<file path="src/rtl/i2cbs_pkg.sv">
`timescale 1ns / 1ps
// ----------------------------------------------------------------------------
// i2cbs_pkg
// Types, codes and constants shared by the I2C master bit sequencer.
// ----------------------------------------------------------------------------
package i2cbs_pkg;

  localparam int CMD_W   = 4;
  localparam int BYTE_W  = 8;
  localparam int POLL_W  = 8;

  localparam logic [POLL_W-1:0] ACK_POLL_LIMIT_RST = POLL_W'(250);
  localparam logic [BYTE_W-1:0] MSB_MASK           = 8'h80;

  localparam logic [CMD_W-1:0] CMD_PROBE = 4'd8;

  typedef enum logic [CMD_W-1:0] {
    ACT_IDLE          = 4'd0,
    ACT_START         = 4'd1,
    ACT_STOP          = 4'd2,
    ACT_WRITE         = 4'd3,
    ACT_READ          = 4'd4,
    ACT_ACK           = 4'd5,
    ACT_NACK          = 4'd6,
    ACT_WAIT          = 4'd7,
    ACT_PRB_START     = 4'd9,
    ACT_PRB_WRITE     = 4'd10,
    ACT_PRB_WAIT      = 4'd11,
    ACT_PRB_STOP      = 4'd12,
    ACT_FAIL_STOP     = 4'd13,
    ACT_PRB_FAIL_STOP = 4'd14
  } act_t;

  typedef enum logic [2:0] {
    K_NONE  = 3'd0,
    K_START = 3'd1,
    K_STOP  = 3'd2,
    K_WRITE = 3'd3,
    K_READ  = 3'd4,
    K_ACK   = 3'd5,
    K_NACK  = 3'd6,
    K_WAIT  = 3'd7
  } kind_t;

  typedef enum logic [1:0] {
    R_CONT = 2'd0,
    R_FIN  = 2'd1,
    R_FAIL = 2'd2
  } prim_res_t;

  typedef struct packed {
    logic              scl_level;
    logic              sda_pull_low;
    logic              busy_res;
    logic              done_res;
    logic [BYTE_W-1:0] read_byte;
    logic              ack_missing;
  } result_t;

  function automatic kind_t kind_of(input logic [CMD_W-1:0] a);
    kind_t k;
    case (a)
      ACT_START, ACT_PRB_START:                       k = K_START;
      ACT_STOP, ACT_PRB_STOP, ACT_FAIL_STOP,
      ACT_PRB_FAIL_STOP:                              k = K_STOP;
      ACT_WRITE, ACT_PRB_WRITE:                       k = K_WRITE;
      ACT_READ:                                       k = K_READ;
      ACT_ACK:                                        k = K_ACK;
      ACT_NACK:                                       k = K_NACK;
      ACT_WAIT, ACT_PRB_WAIT:                         k = K_WAIT;
      default:                                        k = K_NONE;
    endcase
    return k;
  endfunction

endpackage

</file>
<file path="src/rtl/i2cbs_if.sv">
`timescale 1ns / 1ps
// ----------------------------------------------------------------------------
// i2cbs interfaces
// Valid/ready channels for tick words, result words and configuration.
// ----------------------------------------------------------------------------
interface i2cbs_in_if;
  logic       valid;
  logic       ready;
  logic [3:0] cmd;
  logic [7:0] write_data;
  logic       sda_in;
  modport source (output valid, cmd, write_data, sda_in, input ready);
  modport sink   (input valid, cmd, write_data, sda_in, output ready);
endinterface

interface i2cbs_out_if;
  logic       valid;
  logic       ready;
  logic       scl_level;
  logic       sda_pull_low;
  logic       busy_res;
  logic       done_res;
  logic [7:0] read_byte;
  logic       ack_missing;
  modport source (output valid, scl_level, sda_pull_low, busy_res, done_res,
                  read_byte, ack_missing, input ready);
  modport sink   (input valid, scl_level, sda_pull_low, busy_res, done_res,
                  read_byte, ack_missing, output ready);
endinterface

interface i2cbs_cfg_if;
  logic       valid;
  logic       ready;
  logic [7:0] data;
  modport source (output valid, data, input ready);
  modport sink   (input valid, data, output ready);
endinterface

</file>
<file path="src/rtl/i2cbs_core.sv">
`timescale 1ns / 1ps
// ----------------------------------------------------------------------------
// i2cbs_core
// Bus sequencer state: advances one phase of the active command per tick.
// ----------------------------------------------------------------------------
module i2cbs_core (
  input  logic                          clk,
  input  logic                          rst_n,
  input  logic                          step,
  input  logic [i2cbs_pkg::CMD_W-1:0]   cmd,
  input  logic [i2cbs_pkg::BYTE_W-1:0]  write_data,
  input  logic                          sda_in,
  input  logic [i2cbs_pkg::POLL_W-1:0]  ack_poll_limit,
  output i2cbs_pkg::result_t            res
);
  import i2cbs_pkg::*;

  act_t              active_r, active_nxt;
  logic [1:0]        phase_r, phase_nxt;
  logic [2:0]        bit_r, bit_nxt;
  logic [BYTE_W-1:0] shift_r, shift_nxt;
  logic [POLL_W-1:0] poll_r, poll_nxt;
  logic              scl_r, scl_nxt;
  logic              sda_low_r, sda_low_nxt;
  logic              no_ack_r, no_ack_nxt;
  logic [BYTE_W-1:0] read_hold_r, read_hold_nxt;

  always_comb begin
    act_t      act;
    kind_t     kind;
    prim_res_t r;
    act_t      nxt_act;
    act           = active_r;
    phase_nxt     = phase_r;
    bit_nxt       = bit_r;
    shift_nxt     = shift_r;
    poll_nxt      = poll_r;
    scl_nxt       = scl_r;
    sda_low_nxt   = sda_low_r;
    no_ack_nxt    = no_ack_r;
    read_hold_nxt = read_hold_r;
    r             = R_CONT;
    nxt_act       = ACT_IDLE;
    res.done_res  = 1'b0;

    if (kind_of(act) == K_NONE) begin
      act = ACT_IDLE;
    end
    if (act == ACT_IDLE && cmd >= ACT_START && cmd <= CMD_PROBE) begin
      act       = (cmd == CMD_PROBE) ? ACT_PRB_START : act_t'(cmd);
      phase_nxt = 2'd0;
      bit_nxt   = 3'd0;
      poll_nxt  = '0;
      shift_nxt = write_data;
    end
    kind = kind_of(act);

    case (kind)
      K_START: begin
        if (phase_nxt == 2'd0) begin
          sda_low_nxt = 1'b0; scl_nxt = 1'b1; phase_nxt = 2'd1;
        end else if (phase_nxt == 2'd1) begin
          sda_low_nxt = 1'b1; phase_nxt = 2'd2;
        end else begin
          scl_nxt = 1'b0; r = R_FIN;
        end
      end
      K_STOP: begin
        if (phase_nxt == 2'd0) begin
          scl_nxt = 1'b0; sda_low_nxt = 1'b1; phase_nxt = 2'd1;
        end else if (phase_nxt == 2'd1) begin
          scl_nxt = 1'b1; phase_nxt = 2'd2;
        end else begin
          sda_low_nxt = 1'b0; r = R_FIN;
        end
      end
      K_WRITE: begin
        if (phase_nxt == 2'd0) begin
          scl_nxt = 1'b0; phase_nxt = 2'd1;
        end else if (phase_nxt == 2'd1) begin
          sda_low_nxt = ((shift_nxt & MSB_MASK) == '0);
          phase_nxt   = 2'd2;
        end else if (phase_nxt == 2'd2) begin
          scl_nxt = 1'b1; phase_nxt = 2'd3;
        end else begin
          scl_nxt = 1'b0;
          if (bit_nxt == 3'd7) begin
            sda_low_nxt = 1'b0; r = R_FIN;
          end else begin
            bit_nxt   = bit_nxt + 3'd1;
            shift_nxt = {shift_nxt[BYTE_W-2:0], 1'b0};
            phase_nxt = 2'd1;
          end
        end
      end
      K_READ: begin
        if (phase_nxt == 2'd0) begin
          scl_nxt = 1'b0; sda_low_nxt = 1'b0; phase_nxt = 2'd1;
        end else begin
          scl_nxt   = 1'b1;
          shift_nxt = {shift_nxt[BYTE_W-2:0], sda_in};
          if (bit_nxt == 3'd7) begin
            read_hold_nxt = shift_nxt; r = R_FIN;
          end else begin
            bit_nxt   = bit_nxt + 3'd1;
            phase_nxt = 2'd0;
          end
        end
      end
      K_ACK, K_NACK: begin
        if (phase_nxt == 2'd0) begin
          scl_nxt = 1'b0; sda_low_nxt = (kind == K_ACK); phase_nxt = 2'd1;
        end else if (phase_nxt == 2'd1) begin
          scl_nxt = 1'b1; phase_nxt = 2'd2;
        end else begin
          scl_nxt = 1'b0; r = R_FIN;
        end
      end
      K_WAIT: begin
        if (phase_nxt == 2'd0) begin
          sda_low_nxt = 1'b0; phase_nxt = 2'd1;
        end else if (phase_nxt == 2'd1) begin
          scl_nxt = 1'b1; phase_nxt = 2'd2;
        end else if (!sda_in) begin
          scl_nxt = 1'b0; no_ack_nxt = 1'b0; r = R_FIN;
        end else if (poll_nxt >= ack_poll_limit) begin
          no_ack_nxt = 1'b1; r = R_FAIL;
        end else begin
          poll_nxt = poll_nxt + POLL_W'(1);
        end
      end
      default: begin
      end
    endcase

    if (r == R_FIN) begin
      case (act)
        ACT_PRB_START:     nxt_act = ACT_PRB_WRITE;
        ACT_PRB_WRITE:     nxt_act = ACT_PRB_WAIT;
        ACT_PRB_WAIT:      nxt_act = ACT_PRB_STOP;
        ACT_PRB_FAIL_STOP: nxt_act = ACT_PRB_STOP;
        default:           nxt_act = ACT_IDLE;
      endcase
    end else if (r == R_FAIL) begin
      nxt_act = (act == ACT_PRB_WAIT) ? ACT_PRB_FAIL_STOP : ACT_FAIL_STOP;
    end
    if (r != R_CONT) begin
      act       = nxt_act;
      phase_nxt = 2'd0;
      bit_nxt   = 3'd0;
      poll_nxt  = '0;
      res.done_res = (nxt_act == ACT_IDLE);
    end
    active_nxt = act;

    res.scl_level    = scl_nxt;
    res.sda_pull_low = sda_low_nxt;
    res.busy_res     = (act != ACT_IDLE);
    res.read_byte    = read_hold_nxt;
    res.ack_missing  = no_ack_nxt;
  end

  always_ff @(posedge clk) begin
    if (!rst_n) begin
      active_r    <= ACT_IDLE;
      phase_r     <= 2'd0;
      bit_r       <= 3'd0;
      shift_r     <= '0;
      poll_r      <= '0;
      scl_r       <= 1'b1;
      sda_low_r   <= 1'b0;
      no_ack_r    <= 1'b0;
      read_hold_r <= '0;
    end else if (step) begin
      active_r    <= active_nxt;
      phase_r     <= phase_nxt;
      bit_r       <= bit_nxt;
      shift_r     <= shift_nxt;
      poll_r      <= poll_nxt;
      scl_r       <= scl_nxt;
      sda_low_r   <= sda_low_nxt;
      no_ack_r    <= no_ack_nxt;
      read_hold_r <= read_hold_nxt;
    end
  end

endmodule

</file>
<file path="src/rtl/i2c_master_bit_sequencer_top.sv">
`timescale 1ns / 1ps
// ----------------------------------------------------------------------------
// i2c_master_bit_sequencer_top
// I2C master that advances its SCL/SDA sequence by one tick per input word.
//
//   channel  | dir | word
//   in_ch    | in  | cmd, write_data, sda_in
//   out_ch   | out | scl_level, sda_pull_low, busy_res, done_res, read_byte,
//            |     | ack_missing
//   cfg_ch   | in  | ack_poll_limit
//
// One word per cycle unless stalled; each accepted word yields its result word in
// the next cycle from the output register. The input stalls only while that
// register is full and not being taken. Reset is synchronous and returns SCL
// and SDA to released, with ack_poll_limit at 250. Configuration is always ready.
// ----------------------------------------------------------------------------
module i2c_master_bit_sequencer_top (
  input  logic           clk,
  input  logic           rst_n,
  i2cbs_in_if.sink       in_ch,
  i2cbs_out_if.source    out_ch,
  i2cbs_cfg_if.sink      cfg_ch
);
  import i2cbs_pkg::*;

  logic [POLL_W-1:0] ack_poll_limit_r;
  logic              out_valid_r;
  result_t           res_r;
  result_t           res_nxt;
  logic              accept;

  assign in_ch.ready  = !out_valid_r || out_ch.ready;
  assign accept       = in_ch.valid && in_ch.ready;
  assign cfg_ch.ready = 1'b1;

  i2cbs_core u_core (
    .clk            (clk),
    .rst_n          (rst_n),
    .step           (accept),
    .cmd            (in_ch.cmd),
    .write_data     (in_ch.write_data),
    .sda_in         (in_ch.sda_in),
    .ack_poll_limit (ack_poll_limit_r),
    .res            (res_nxt)
  );

  always_ff @(posedge clk) begin
    if (!rst_n) begin
      ack_poll_limit_r <= ACK_POLL_LIMIT_RST;
    end else if (cfg_ch.valid) begin
      ack_poll_limit_r <= cfg_ch.data;
    end
  end

  always_ff @(posedge clk) begin
    if (!rst_n) begin
      out_valid_r <= 1'b0;
    end else if (accept) begin
      out_valid_r <= 1'b1;
    end else if (out_ch.ready) begin
      out_valid_r <= 1'b0;
    end
  end

  always_ff @(posedge clk) begin
    if (accept) begin
      res_r <= res_nxt;
    end
  end

  assign out_ch.valid        = out_valid_r;
  assign out_ch.scl_level    = res_r.scl_level;
  assign out_ch.sda_pull_low = res_r.sda_pull_low;
  assign out_ch.busy_res     = res_r.busy_res;
  assign out_ch.done_res     = res_r.done_res;
  assign out_ch.read_byte    = res_r.read_byte;
  assign out_ch.ack_missing  = res_r.ack_missing;

endmodule
</file>
<file path="src/flat_wrapper.sv">
// flat-port wrapper written by rule: the top's interface ports become plain ports
module i2c_master_bit_sequencer_top_flat import i2cbs_pkg::*;
  (clk, rst_n, in_ch_valid, in_ch_cmd, in_ch_write_data, in_ch_sda_in, in_ch_ready, out_ch_valid, out_ch_scl_level, out_ch_sda_pull_low, out_ch_busy_res, out_ch_done_res, out_ch_read_byte, out_ch_ack_missing, out_ch_ready, cfg_ch_valid, cfg_ch_data, cfg_ch_ready);
  i2cbs_in_if in_ch_i ();
  i2cbs_out_if out_ch_i ();
  i2cbs_cfg_if cfg_ch_i ();
  input  logic clk;
  input  logic rst_n;
  input wire logic [$bits(in_ch_i.valid)-1:0] in_ch_valid;
  input wire logic [$bits(in_ch_i.cmd)-1:0] in_ch_cmd;
  input wire logic [$bits(in_ch_i.write_data)-1:0] in_ch_write_data;
  input wire logic [$bits(in_ch_i.sda_in)-1:0] in_ch_sda_in;
  output wire logic [$bits(in_ch_i.ready)-1:0] in_ch_ready;
  output wire logic [$bits(out_ch_i.valid)-1:0] out_ch_valid;
  output wire logic [$bits(out_ch_i.scl_level)-1:0] out_ch_scl_level;
  output wire logic [$bits(out_ch_i.sda_pull_low)-1:0] out_ch_sda_pull_low;
  output wire logic [$bits(out_ch_i.busy_res)-1:0] out_ch_busy_res;
  output wire logic [$bits(out_ch_i.done_res)-1:0] out_ch_done_res;
  output wire logic [$bits(out_ch_i.read_byte)-1:0] out_ch_read_byte;
  output wire logic [$bits(out_ch_i.ack_missing)-1:0] out_ch_ack_missing;
  input wire logic [$bits(out_ch_i.ready)-1:0] out_ch_ready;
  input wire logic [$bits(cfg_ch_i.valid)-1:0] cfg_ch_valid;
  input wire logic [$bits(cfg_ch_i.data)-1:0] cfg_ch_data;
  output wire logic [$bits(cfg_ch_i.ready)-1:0] cfg_ch_ready;
  assign in_ch_i.valid = in_ch_valid;
  assign in_ch_i.cmd = in_ch_cmd;
  assign in_ch_i.write_data = in_ch_write_data;
  assign in_ch_i.sda_in = in_ch_sda_in;
  assign in_ch_ready = in_ch_i.ready;
  assign out_ch_valid = out_ch_i.valid;
  assign out_ch_scl_level = out_ch_i.scl_level;
  assign out_ch_sda_pull_low = out_ch_i.sda_pull_low;
  assign out_ch_busy_res = out_ch_i.busy_res;
  assign out_ch_done_res = out_ch_i.done_res;
  assign out_ch_read_byte = out_ch_i.read_byte;
  assign out_ch_ack_missing = out_ch_i.ack_missing;
  assign out_ch_i.ready = out_ch_ready;
  assign cfg_ch_i.valid = cfg_ch_valid;
  assign cfg_ch_i.data = cfg_ch_data;
  assign cfg_ch_ready = cfg_ch_i.ready;
  i2c_master_bit_sequencer_top u_core (.clk(clk), .rst_n(rst_n), .in_ch(in_ch_i), .out_ch(out_ch_i), .cfg_ch(cfg_ch_i));
endmodule
</file>
<file path="config.mk">
export PLATFORM = sky130hd
export DESIGN_NAME = i2c_master_bit_sequencer_top_flat
export DESIGN_NICKNAME = d
export VERILOG_FILES = /design/src/rtl/i2cbs_pkg.sv /design/src/rtl/i2cbs_if.sv /design/src/rtl/i2cbs_core.sv /design/src/rtl/i2c_master_bit_sequencer_top.sv /design/src/flat_wrapper.sv
export SDC_FILE = /design/constraint.sdc
export NUM_CORES = 1
export LEC_CHECK = 0
export BUFFER_PORTS_ARGS = -buffer_cell sky130_fd_sc_hd__buf_2
export CAP_MARGIN = 25
export CORE_ASPECT_RATIO = 2
export CORE_MARGIN = 2
export CORE_UTILIZATION = 29
export DETAILED_ROUTE_END_ITERATION = 12
export SLEW_MARGIN = 20
export SYNTH_ARGS = -nofsm -noshare
export SYNTH_HDL_FRONTEND = slang
export SYNTH_HIERARCHICAL = 1
export SYNTH_SLANG_ARGS = --single-unit
</file>
<file path="constraint.sdc">
create_clock -name clk -period 8.9 [get_ports clk]
set_input_delay 0.445 -clock clk [delete_from_list [all_inputs] [get_ports clk]]
set_output_delay 0.445 -clock clk [all_outputs]
set_load 0.005 [all_outputs]
</file>
==> qor.txt, run 1 <==
part of the cycle the worst path needs - 49.58%
Via density - 5.447
Comb power frac - 21.0%
ANT cells - 0
Worst-path clk slew - 0.06 ns
grt ovf - 0
Cell Area, Synth - 4050 um2
P_int - 605.2 uW
Routed Antenna Nets - 0
syn avg cell area - 8.748 um2
P_leak - 0.001897 uW
final hold viol count - 0
first-pass GRT wire length - 18360 um
hpwl dp - 8313 um
H-tree depth - 3
NetSw - 253.5 uW
DIE HEIGHT - 171.1 um
Min-Delay Path Class - in2reg
R2R setup slack - 4.49 ns
CP startpoint kind - flop
CP max FO - 8
register area - 1351 um2
FP Rows - 61
total setup buffers inserted after CTS - 0
switching share of power - 29.52%
EDFF count, synth - 13
sequential share of power - 36.2%
footprint of the multi-input gates - 2486 um2
fillcell total - 1446
Synth cell types - 76
Final Critical Period - 4.413 ns
Clock Sinks - 61
1st-iter DRT viols - 228
Max Clock Skew - 0.004898 ns
hold_buf cts - 0
largest net degree at the start of global routing - 61
Global Route Usage Sum - 15.91%
number of buffers created by CTS - 9
Max-slew headroom - 48.77%
layout cells sized above 1 - 18.02%
Area growth syn-to-layout - 15.54%
residual DRC count - 0
Worst-Skew Late Latency - 0.33 ns
Fmax - 0.2266 GHz
Setup TNS - 0 ns
I/O Pins - 42
RSZ-0062 raised after global routing - false
Pwr per Cell Area - 183.5 nW/um2
Nets - 533
DRT Pass-1 Iters - 5
critical path arrival - 4.64 ns
Port Buffers - 40
Clock Path Buffers - 2
CTS tree - done
post-synth top area cell - dfxtp_1
Setup CP Type - reg2reg
gate count of the mapped netlist - 463
Vias - 3720
Initial Util - 29.32%
Max Cap Viol - 0
VDD IR max - 0.00008794 V
Synth top area share - 23.73%
worst slew pin tran - 0.7684 ns
status - completed
ys async rst share - 0%
initial antenna violation count - 0
Clock power frac - 42.8%
CTS resizes - 0
Core Area - 13810 um2
wire length per cell - 16.96 um
Commonest cells post-synth - 48 x dfxtp_1, 36 x nand2_1, 36 x nor2_1
Synth area leaders - dfxtp_1 24%, edfxtp_1 9.6%, mux2i_1 6.7%
ys flop type - dfxtp_1
Placer Congestion - 0.9425
Synth warnings - 6
FF-to-FF path depth - 13
final total power - 858.7 uW
Req. time, crit path - 9.13 ns
CTS root buffer - clkbuf_16
number of global-route vias before repair - 3704
total length of routed wires - 11580 um
Die X - 87.57 um
Die Area - 14990 um2
max-slew violations - 0
Synth Register Bits - 61
crit path capture type - flop
synthesized netlist net count - 507
register area share after synthesis - 33.36%
top-count cell post-synth - dfxtp_1
Finish-stage setup viols - 0
==> cell usage in the layout, fill, tap and decap left out, types with 4 or more instances in the layout <==
| cell | Yosys | routed |
|---|---|---|
| o21ai_0 | 33 | 33 |
| a311oi_1 | 4 | 4 |
| and2_1 | 17 | 16 |
| dfxtp_1 | 48 | 48 |
| nand3b_1 | 6 | 6 |
| o21a_1 | 6 | 6 |
| inv_1 | 20 | 20 |
| mux2_2 | 15 | 15 |
| nand2_1 | 36 | 36 |
| nand2b_1 | 8 | 8 |
| nand3_1 | 8 | 8 |
| a211oi_1 | 4 | 4 |
| edfxtp_1 | 13 | 13 |
| a21oi_1 | 17 | 17 |
| nor2b_1 | 8 | 8 |
| ha_1 | 18 | 18 |
| a21o_1 | 4 | 4 |
| nor3_1 | 8 | 8 |
| nand4_1 | 5 | 5 |
| a31oi_1 | 18 | 18 |
| o22ai_1 | 7 | 7 |
| buf_2 | 6 | 40 |
| nor2_1 | 36 | 36 |
| mux2i_1 | 27 | 27 |
| clkbuf_16 | 0 | 9 |
==> per-layer routing <==
| layer | track usage [%] | up-vias | share of wire, % |
|---|---|---|---|
| met5 | 0 | - | 0 |
| met1 | 15.59 | 1794 | 37 |
| met3 | 3.087 | 39 | 3.5 |
| li1 | - | 1782 | - |
| met2 | 29.97 | 105 | 56 |
| met4 | 8.763 | 0 | 4.3 |
==> layout make-up <==
cell class / count / area share, %
multi-input cells: 354 / 53.13
flip-flops and latches: 61 / 28.88
clock buffers: 13 / 5.775
well taps: 189 / 5.053
repair buffers: 42 / 4.599
inverters: 21 / 1.684
clock inverters: 3 / 0.8824
==> state kept, by name (all words and copies together), names as in the netlist, 2 cells and up, named ones only <==
name,count
u_core/ack_poll_limit_r,8
u_core/out_ch.read_byte,8
u_core/u_core/active_r,4
u_core/u_core/bit_r,3
u_core/u_core/phase_r,2
u_core/u_core/poll_r,8
u_core/u_core/read_hold_r,8
u_core/u_core/shift_r,8
==> cells by family after synthesis <==
kind of cell               share of synthesized area, %
other                                           0.09259
xor gates and xnor gates                         0.2163
DFF                                               33.36
muxes                                             11.52
and+or+nand+nor                                   19.65
buffers and inverters                             5.283
adders and majority gates                         5.561
AOI/OAI and AO/OA                                 24.31
==> worst max-delay path, stage by stage, from the launching register on <==
cell	delay, ns
dfxtp_1	0.30
or3_1	0.52
and2_1	0.28
nor2_1	0.42
nor2_1	0.10
mux2i_1	0.25
ha_1	0.38
or3b_2	0.53
nor2_1	0.28
a31o_2	0.28
mux2i_2	0.16
mux2i_2	0.36
o21ba_1	0.23
a32o_1	0.21
==> power by group through the flow <==
stage | registers (uW) | clock network (uW) | logic [uW]
6_report | 311 | 367 | 180
5_1_grt | 313 | 386 | 197
4_1_cts | 311 | 376 | 179
3_5_place_dp | 316 | 0 | 178
3_3_place_gp | 316 | 0 | 176
2_1_floorplan | 314 | 0 | 135
==> per-stage QoR <==
stage / cells / setup WS, ns / hold slack, ns / cell area [um2] / utilization, %
final: 683 / 4.487 / 0.3212 / 4679 / 33.87
after CTS: 683 / 4.530 / 0.3188 / 4679 / 33.87
after detailed placement: 667 / 4.464 / 0.4457 / 4368 / 31.62
after global routing: 683 / 4.236 / 0.3363 / 4679 / 33.87
after floorplan: 463 / 4.846 / 0.4167 / 4050 / -
after global placement: 667 / 4.588 / 0.4340 / 4368 / 31.62
==> worst min path at each step <==
stage	start	endpoint	slack [ns]	cells past startpoint
after detailed placement	u_core/u_core/bit_r[1]	u_core/u_core/bit_r[1]	0.45	2
after global placement	u_core/u_core/bit_r[1]	u_core/u_core/bit_r[1]	0.43	2
final	cfg_ch_data[3]	u_core/ack_poll_limit_r[3]	0.32	3
after CTS	cfg_ch_data[3]	u_core/ack_poll_limit_r[3]	0.32	3
after global routing	cfg_ch_data[5]	u_core/ack_poll_limit_r[5]	0.34	3
after floorplan	u_core/u_core/bit_r[1]	u_core/u_core/bit_r[1]	0.42	2
(Power assumes the default switching activity.)
==> run 2: changes to the inputs <==
==> constraint.sdc (replaced) <==
create_clock -name clk -period 3.9 [get_ports clk]
set_input_delay 0.195 -clock clk [delete_from_list [all_inputs] [get_ports clk]]
set_output_delay 0.195 -clock clk [all_outputs]
set_load 0.005 [all_outputs]
==> qor.txt, run 2 (synthesis results as in run 1) <==
sequential share of power - 34.8%
Min-Delay Path Class - in2reg
Placer Congestion - 0.9807
most common cell after layout, fill and taps aside - dfxtp_1
number of global-route vias before repair - 3788
Initial Util - 29.32%
Routed Antenna Nets - 0
Clock Sinks - 61
Area growth syn-to-layout - 23.08%
hpwl dp - 8477 um
Clock power frac - 41.9%
Worst-Skew Late Latency - 0.34 ns
Setup CP Type - reg2reg
CP startpoint kind - flop
Die Area - 14990 um2
Core Area - 13810 um2
area post-placement - 4583 um2
FF-to-FF Start - u_core/u_core/active_r[1]
DRT Pass-1 Iters - 5
Global Route Usage Sum - 15.65%
commonest cells after routing, fill and taps aside - 48 x dfxtp_1, 40 x buf_2, 36 x nand2_1
Fmax - 0.2633 GHz
Setup TNS - 0 ns
Nets - 562
status - completed
fin cells - 712
Max Cap Viol - 0
Final Critical Period - 3.798 ns
Via density - 5.392
part of the cycle the worst path needs - 97.40%
largest net degree at the start of global routing - 35
FF-to-FF path depth - 16
wire length per cell - 16.24 um
Port Buffers - 40
Max-slew headroom - 61.50%
Final WS setup - 0.1016 ns
Clock Path Buffers - 2
CP max FO - 5
Core Util, Final - 36.08%
Finish-stage setup viols - 0
Req. time, crit path - 4.16 ns
R2R setup slack - 0.10 ns
hold_sp - cfg_ch_data[1]
FP Rows - 61
ANT cells - 0
Worst Setup Slack post-DPL - 0.01306 ns
CTS root buffer - clkbuf_16
CTS tree - done
H-tree depth - 3
Worst-path clk slew - 0.05 ns
crit path capture type - flop
final hold viol count - 0
number of buffers created by CTS - 9
1st-iter DRT viols - 340
placed cells - 694
Vias - 3839
critical path arrival - 4.05 ns
layout cells sized above 1 - 25.43%
Pwr per Cell Area - 408.4 nW/um2
P_int - 1435 uW
design area - 4985 um2
VDD IR max - 0.0002202 V
CP startpoint - u_core/u_core/active_r[1]
max-slew violations - 0
Comb power frac - 23.3%
Max Clock Skew - 0.007567 ns
first-pass GRT wire length - 18260 um
DIE HEIGHT - 171.1 um
P_leak - 0.002062 uW
NetSw - 600.8 uW
Hold Path Stages - 3
worst hold endpoint - u_core/ack_poll_limit_r[1]
initial antenna violation count - 0
I/O Pins - 42
Die X - 87.57 um
total length of routed wires - 11560 um
worst slew pin tran - 0.5761 ns
residual DRC count - 0
grt ovf - 0
switching share of power - 29.51%
-- run 2: cell types whose count changed in the layout (fill, tap and decap cells not counted), moves of 3 or more --
| cell | before | now |
|---|---|---|
| o22ai_1 | 7 | 4 |
| o22ai_2 | 1 | 4 |
| clkbuf_8 | 3 | 0 |
| buf_4 | 2 | 30 |
-- run 2: how the worst max path moves through the flow --
stage,to,slack (ns)
after floorplan,flop,0.1
after global placement,flop,0.02
after detailed placement,flop,0.01
after CTS,u_core/u_core/poll_r[7],0.06
after global routing,u_core/u_core/poll_r[5],-0.05
final,flop,0.10
-- run 2: cell type report --
type	instances	area (um2)
clock buffers	9	225.2
clock inverters	7	90.09
fillers	1413	8830
inverters	21	78.83
multi-input cells	354	2557
flip-flops and latches	61	1351
well taps	189	236.5
repair buffers	71	445.4
-- run 2: worst max-delay path, cell delays in order (launching register included) --
cell,delay [ns]
dfxtp_1,0.33
buf_4,0.16
nor3_1,0.26
o21a_1,0.26
a21oi_1,0.14
nor2_1,0.19
mux2i_2,0.29
ha_1,0.21
or3b_2,0.46
nor2_1,0.17
buf_4,0.17
a31oi_2,0.15
mux2i_1,0.23
a22oi_2,0.16
a31oi_1,0.31
a21oi_1,0.08
a31oi_1,0.15
-- run 2: timing repair --
action / in CTS / in global routing
gates resized for setup: 3 / 14
setup endpoints to repair: 2 / 11
hold buffers: 0 / 0
buffers inserted: 0 / 2
gates cloned: 0 / 0
hold endpoints to repair: 0 / 0
-- run 2: power groups by stage --
stage,clock network (uW),registers (uW),logic [uW]
final,854,708,474
after global placement,0,719,446
after floorplan,0,716,308
after detailed placement,0,719,451
after CTS,869,706,455
after global routing,890,713,514
-- run 2: through the flow --
| step | hold slack, ns | total power [uW] |
|---|---|---|
| 4_1_cts | 0.07254 | 2030 |
| 2_1_floorplan | 0.3226 | 1024 |
| 6_report | 0.07390 | 2036 |
| 3_5_place_dp | 0.4159 | 1170 |
| 5_1_grt | 0.08807 | 2117 |
| 3_3_place_gp | 0.4107 | 1165 |
-- run 2: metal layers --
layer  part of all wire, %  vias to the layer above  GRT usage [%]  wire (um)
met2                    55                      118          28.89       6404
met3                   2.8                       24          2.508        320
li1                      -                     1838              -          -
met1                    38                     1859          15.67       4339
met4                   4.3                        0          9.833        497
met5                     0                        -              0          0
==> run 3: changes to the inputs <==
--- a/config.mk
+++ b/config.mk
@@ -11,6 +11,7 @@
 export CORE_MARGIN = 2
 export CORE_UTILIZATION = 29
 export DETAILED_ROUTE_END_ITERATION = 12
+export REMOVE_ABC_BUFFERS = 1
 export SLEW_MARGIN = 20
 export SYNTH_ARGS = -nofsm -noshare
 export SYNTH_HDL_FRONTEND = slang
==> qor.txt, run 3 (synthesis results as in run 1) <==
footprint of the multi-input gates - 2526 um2
first-pass GRT wire length - 19040 um
Area growth syn-to-layout - 22.30%
register area - 1351 um2
Max Clock Skew - 0.008191 ns
Worst path depth - 14
Vias - 3837
Global Route Usage Sum - 16.40%
Finish-stage setup viols - 0
FF-to-FF path depth - 14
Hold Path Stages - 3
Via density - 5.322
placed cells - 705
most common cell after layout, fill and taps aside - dfxtp_1
Max-slew headroom - 50.96%
CTS tree - done
WP buf/inv - 2
cell family with most CP delay - simple AND/OR/NAND/NOR gates
Setup CP Type - reg2reg
CP max-delay cell - or3b_2
Fmax - 0.2728 GHz
VDD IR max - 0.0002158 V
Placer Congestion - 1.038
Nets - 571
status - completed
CTS root buffer - clkbuf_16
number of global-route vias before repair - 3919
fin cells - 721
wire length per cell - 16.74 um
Worst-path clk slew - 0.05 ns
Core Area - 13810 um2
total length of routed wires - 12070 um
DIE HEIGHT - 171.1 um
ANT cells - 0
grt ovf - 0
RSZ-0062 raised after global routing - false
CP startpoint kind - flop
Min-Delay Path Class - in2reg
total setup buffers inserted after CTS - 0
initial antenna violation count - 0
1st-iter DRT viols - 376
layout cells sized above 1 - 24.81%
Req. time, crit path - 4.17 ns
critical path, cell by cell - or3_1 > buf_4 > a21oi_2 > nor2_1 > mux2i_1 > ha_1 > or3b_2 > nor2_1 > buf_4 > a31oi_1 > nor4_1 > o21ai_0 > a31oi_1 > a32o_1
Final Critical Period - 3.665 ns
largest net degree at the start of global routing - 36
final hold viol count - 0
worst slew pin tran - 0.7356 ns
hpwl dp - 9080 um
I/O Pins - 42
crit path capture type - flop
part of the cycle the worst path needs - 93.98%
critical path arrival - 3.93 ns
P_leak - 0.002064 uW
Initial Util - 29.32%
crit-path max cell delay - 0.48 ns
DRT Pass-1 Iters - 4
residual DRC count - 0
Routed Antenna Nets - 0
number of buffers created by CTS - 9
commonest cells after routing, fill and taps aside - 48 x dfxtp_1, 40 x buf_2, 40 x buf_4
Clock Sinks - 61
max-slew violations - 0
FP Rows - 61
Max Cap Viol - 0
CP max FO - 5
Worst-Skew Late Latency - 0.33 ns
Clock Path Buffers - 2
area post-placement - 4653 um2
Pwr per Cell Area - 387.5 nW/um2
Die Area - 14990 um2
Die X - 87.57 um
Port Buffers - 40
design area - 4954 um2
H-tree depth - 3
fillcell total - 1444
## run 3: cell types whose count changed in the layout (fill, tap and decap cells not counted), sizes merged
| cell | change |
|---|---|
| clkbuf | +2 |
| buf | +9 |
| bufinv | -2 |
## run 3: layer usage
| layer | up-vias | routed length [um] | GRT usage (%) |
|---|---|---|---|
| li1 | 1856 | - | - |
| met5 | - | 0 | 0 |
| met2 | 109 | 6779 | 30.53 |
| met4 | 0 | 846 | 13.04 |
| met1 | 1826 | 4112 | 15.06 |
| met3 | 46 | 334 | 2.460 |
## run 3: final timing paths
| kind | start | end | slack [ns] |
|---|---|---|---|
| hold reg to reg | u_core/u_core/bit_r[1] | u_core/u_core/bit_r[1] | 0.45 |
| setup / recovery | flop | flop | 0.23 |
| setup reg to reg | flop | flop | 0.23 |
| hold / removal | cfg_ch_data[7] | u_core/ack_poll_limit_r[7] | 0.08 |
## run 3: final cells by class
| class | instances | area share, % |
|---|---|---|
| well taps | 189 | 4.774 |
| inverters | 21 | 1.591 |
| repair buffers | 80 | 10.10 |
| clock inverters | 5 | 0.5557 |
| clock buffers | 11 | 4.698 |
| multi-input cells | 354 | 51.00 |
| flip-flops and latches | 61 | 27.28 |
## run 3: repair_timing
item,4_1_cts,5_1_grt
gates resized for setup,0,13
hold buffers,0,0
hold endpoints to repair,0,0
endpoints found under the setup margin,0,5
## run 3: tightest hold or removal path, stage by stage
cell and delay [ns]:
buf_2 0.07, mux2i_1 0.05, nand2_1 0.06
## run 3: power breakdown
group          internal [uW]  leakage [uW]  switching [uW]
Sequential               683      0.000519            24.4
Clock                    425      0.000129             291
Combinational            204       0.00142             292
## run 3: through the flow
| stage | hold WS [ns] | setup slack [ns] | TNS, ns | total power [uW] | utilization (%) |
|---|---|---|---|---|---|
| after floorplan | 0.2569 | -0.5039 | -7.691 | 998.5 | - |
| after detailed placement | 0.4154 | 0.1210 | 0 | 1199 | 33.68 |
| after global placement | 0.4115 | 0.2129 | 0 | 1190 | 33.68 |
| final | 0.08278 | 0.2349 | 0 | 1920 | 35.86 |
| after global routing | 0.08922 | 0.0001417 | 0 | 2013 | 35.86 |
| after CTS | 0.07458 | 0.1134 | 0 | 1920 | 35.57 |
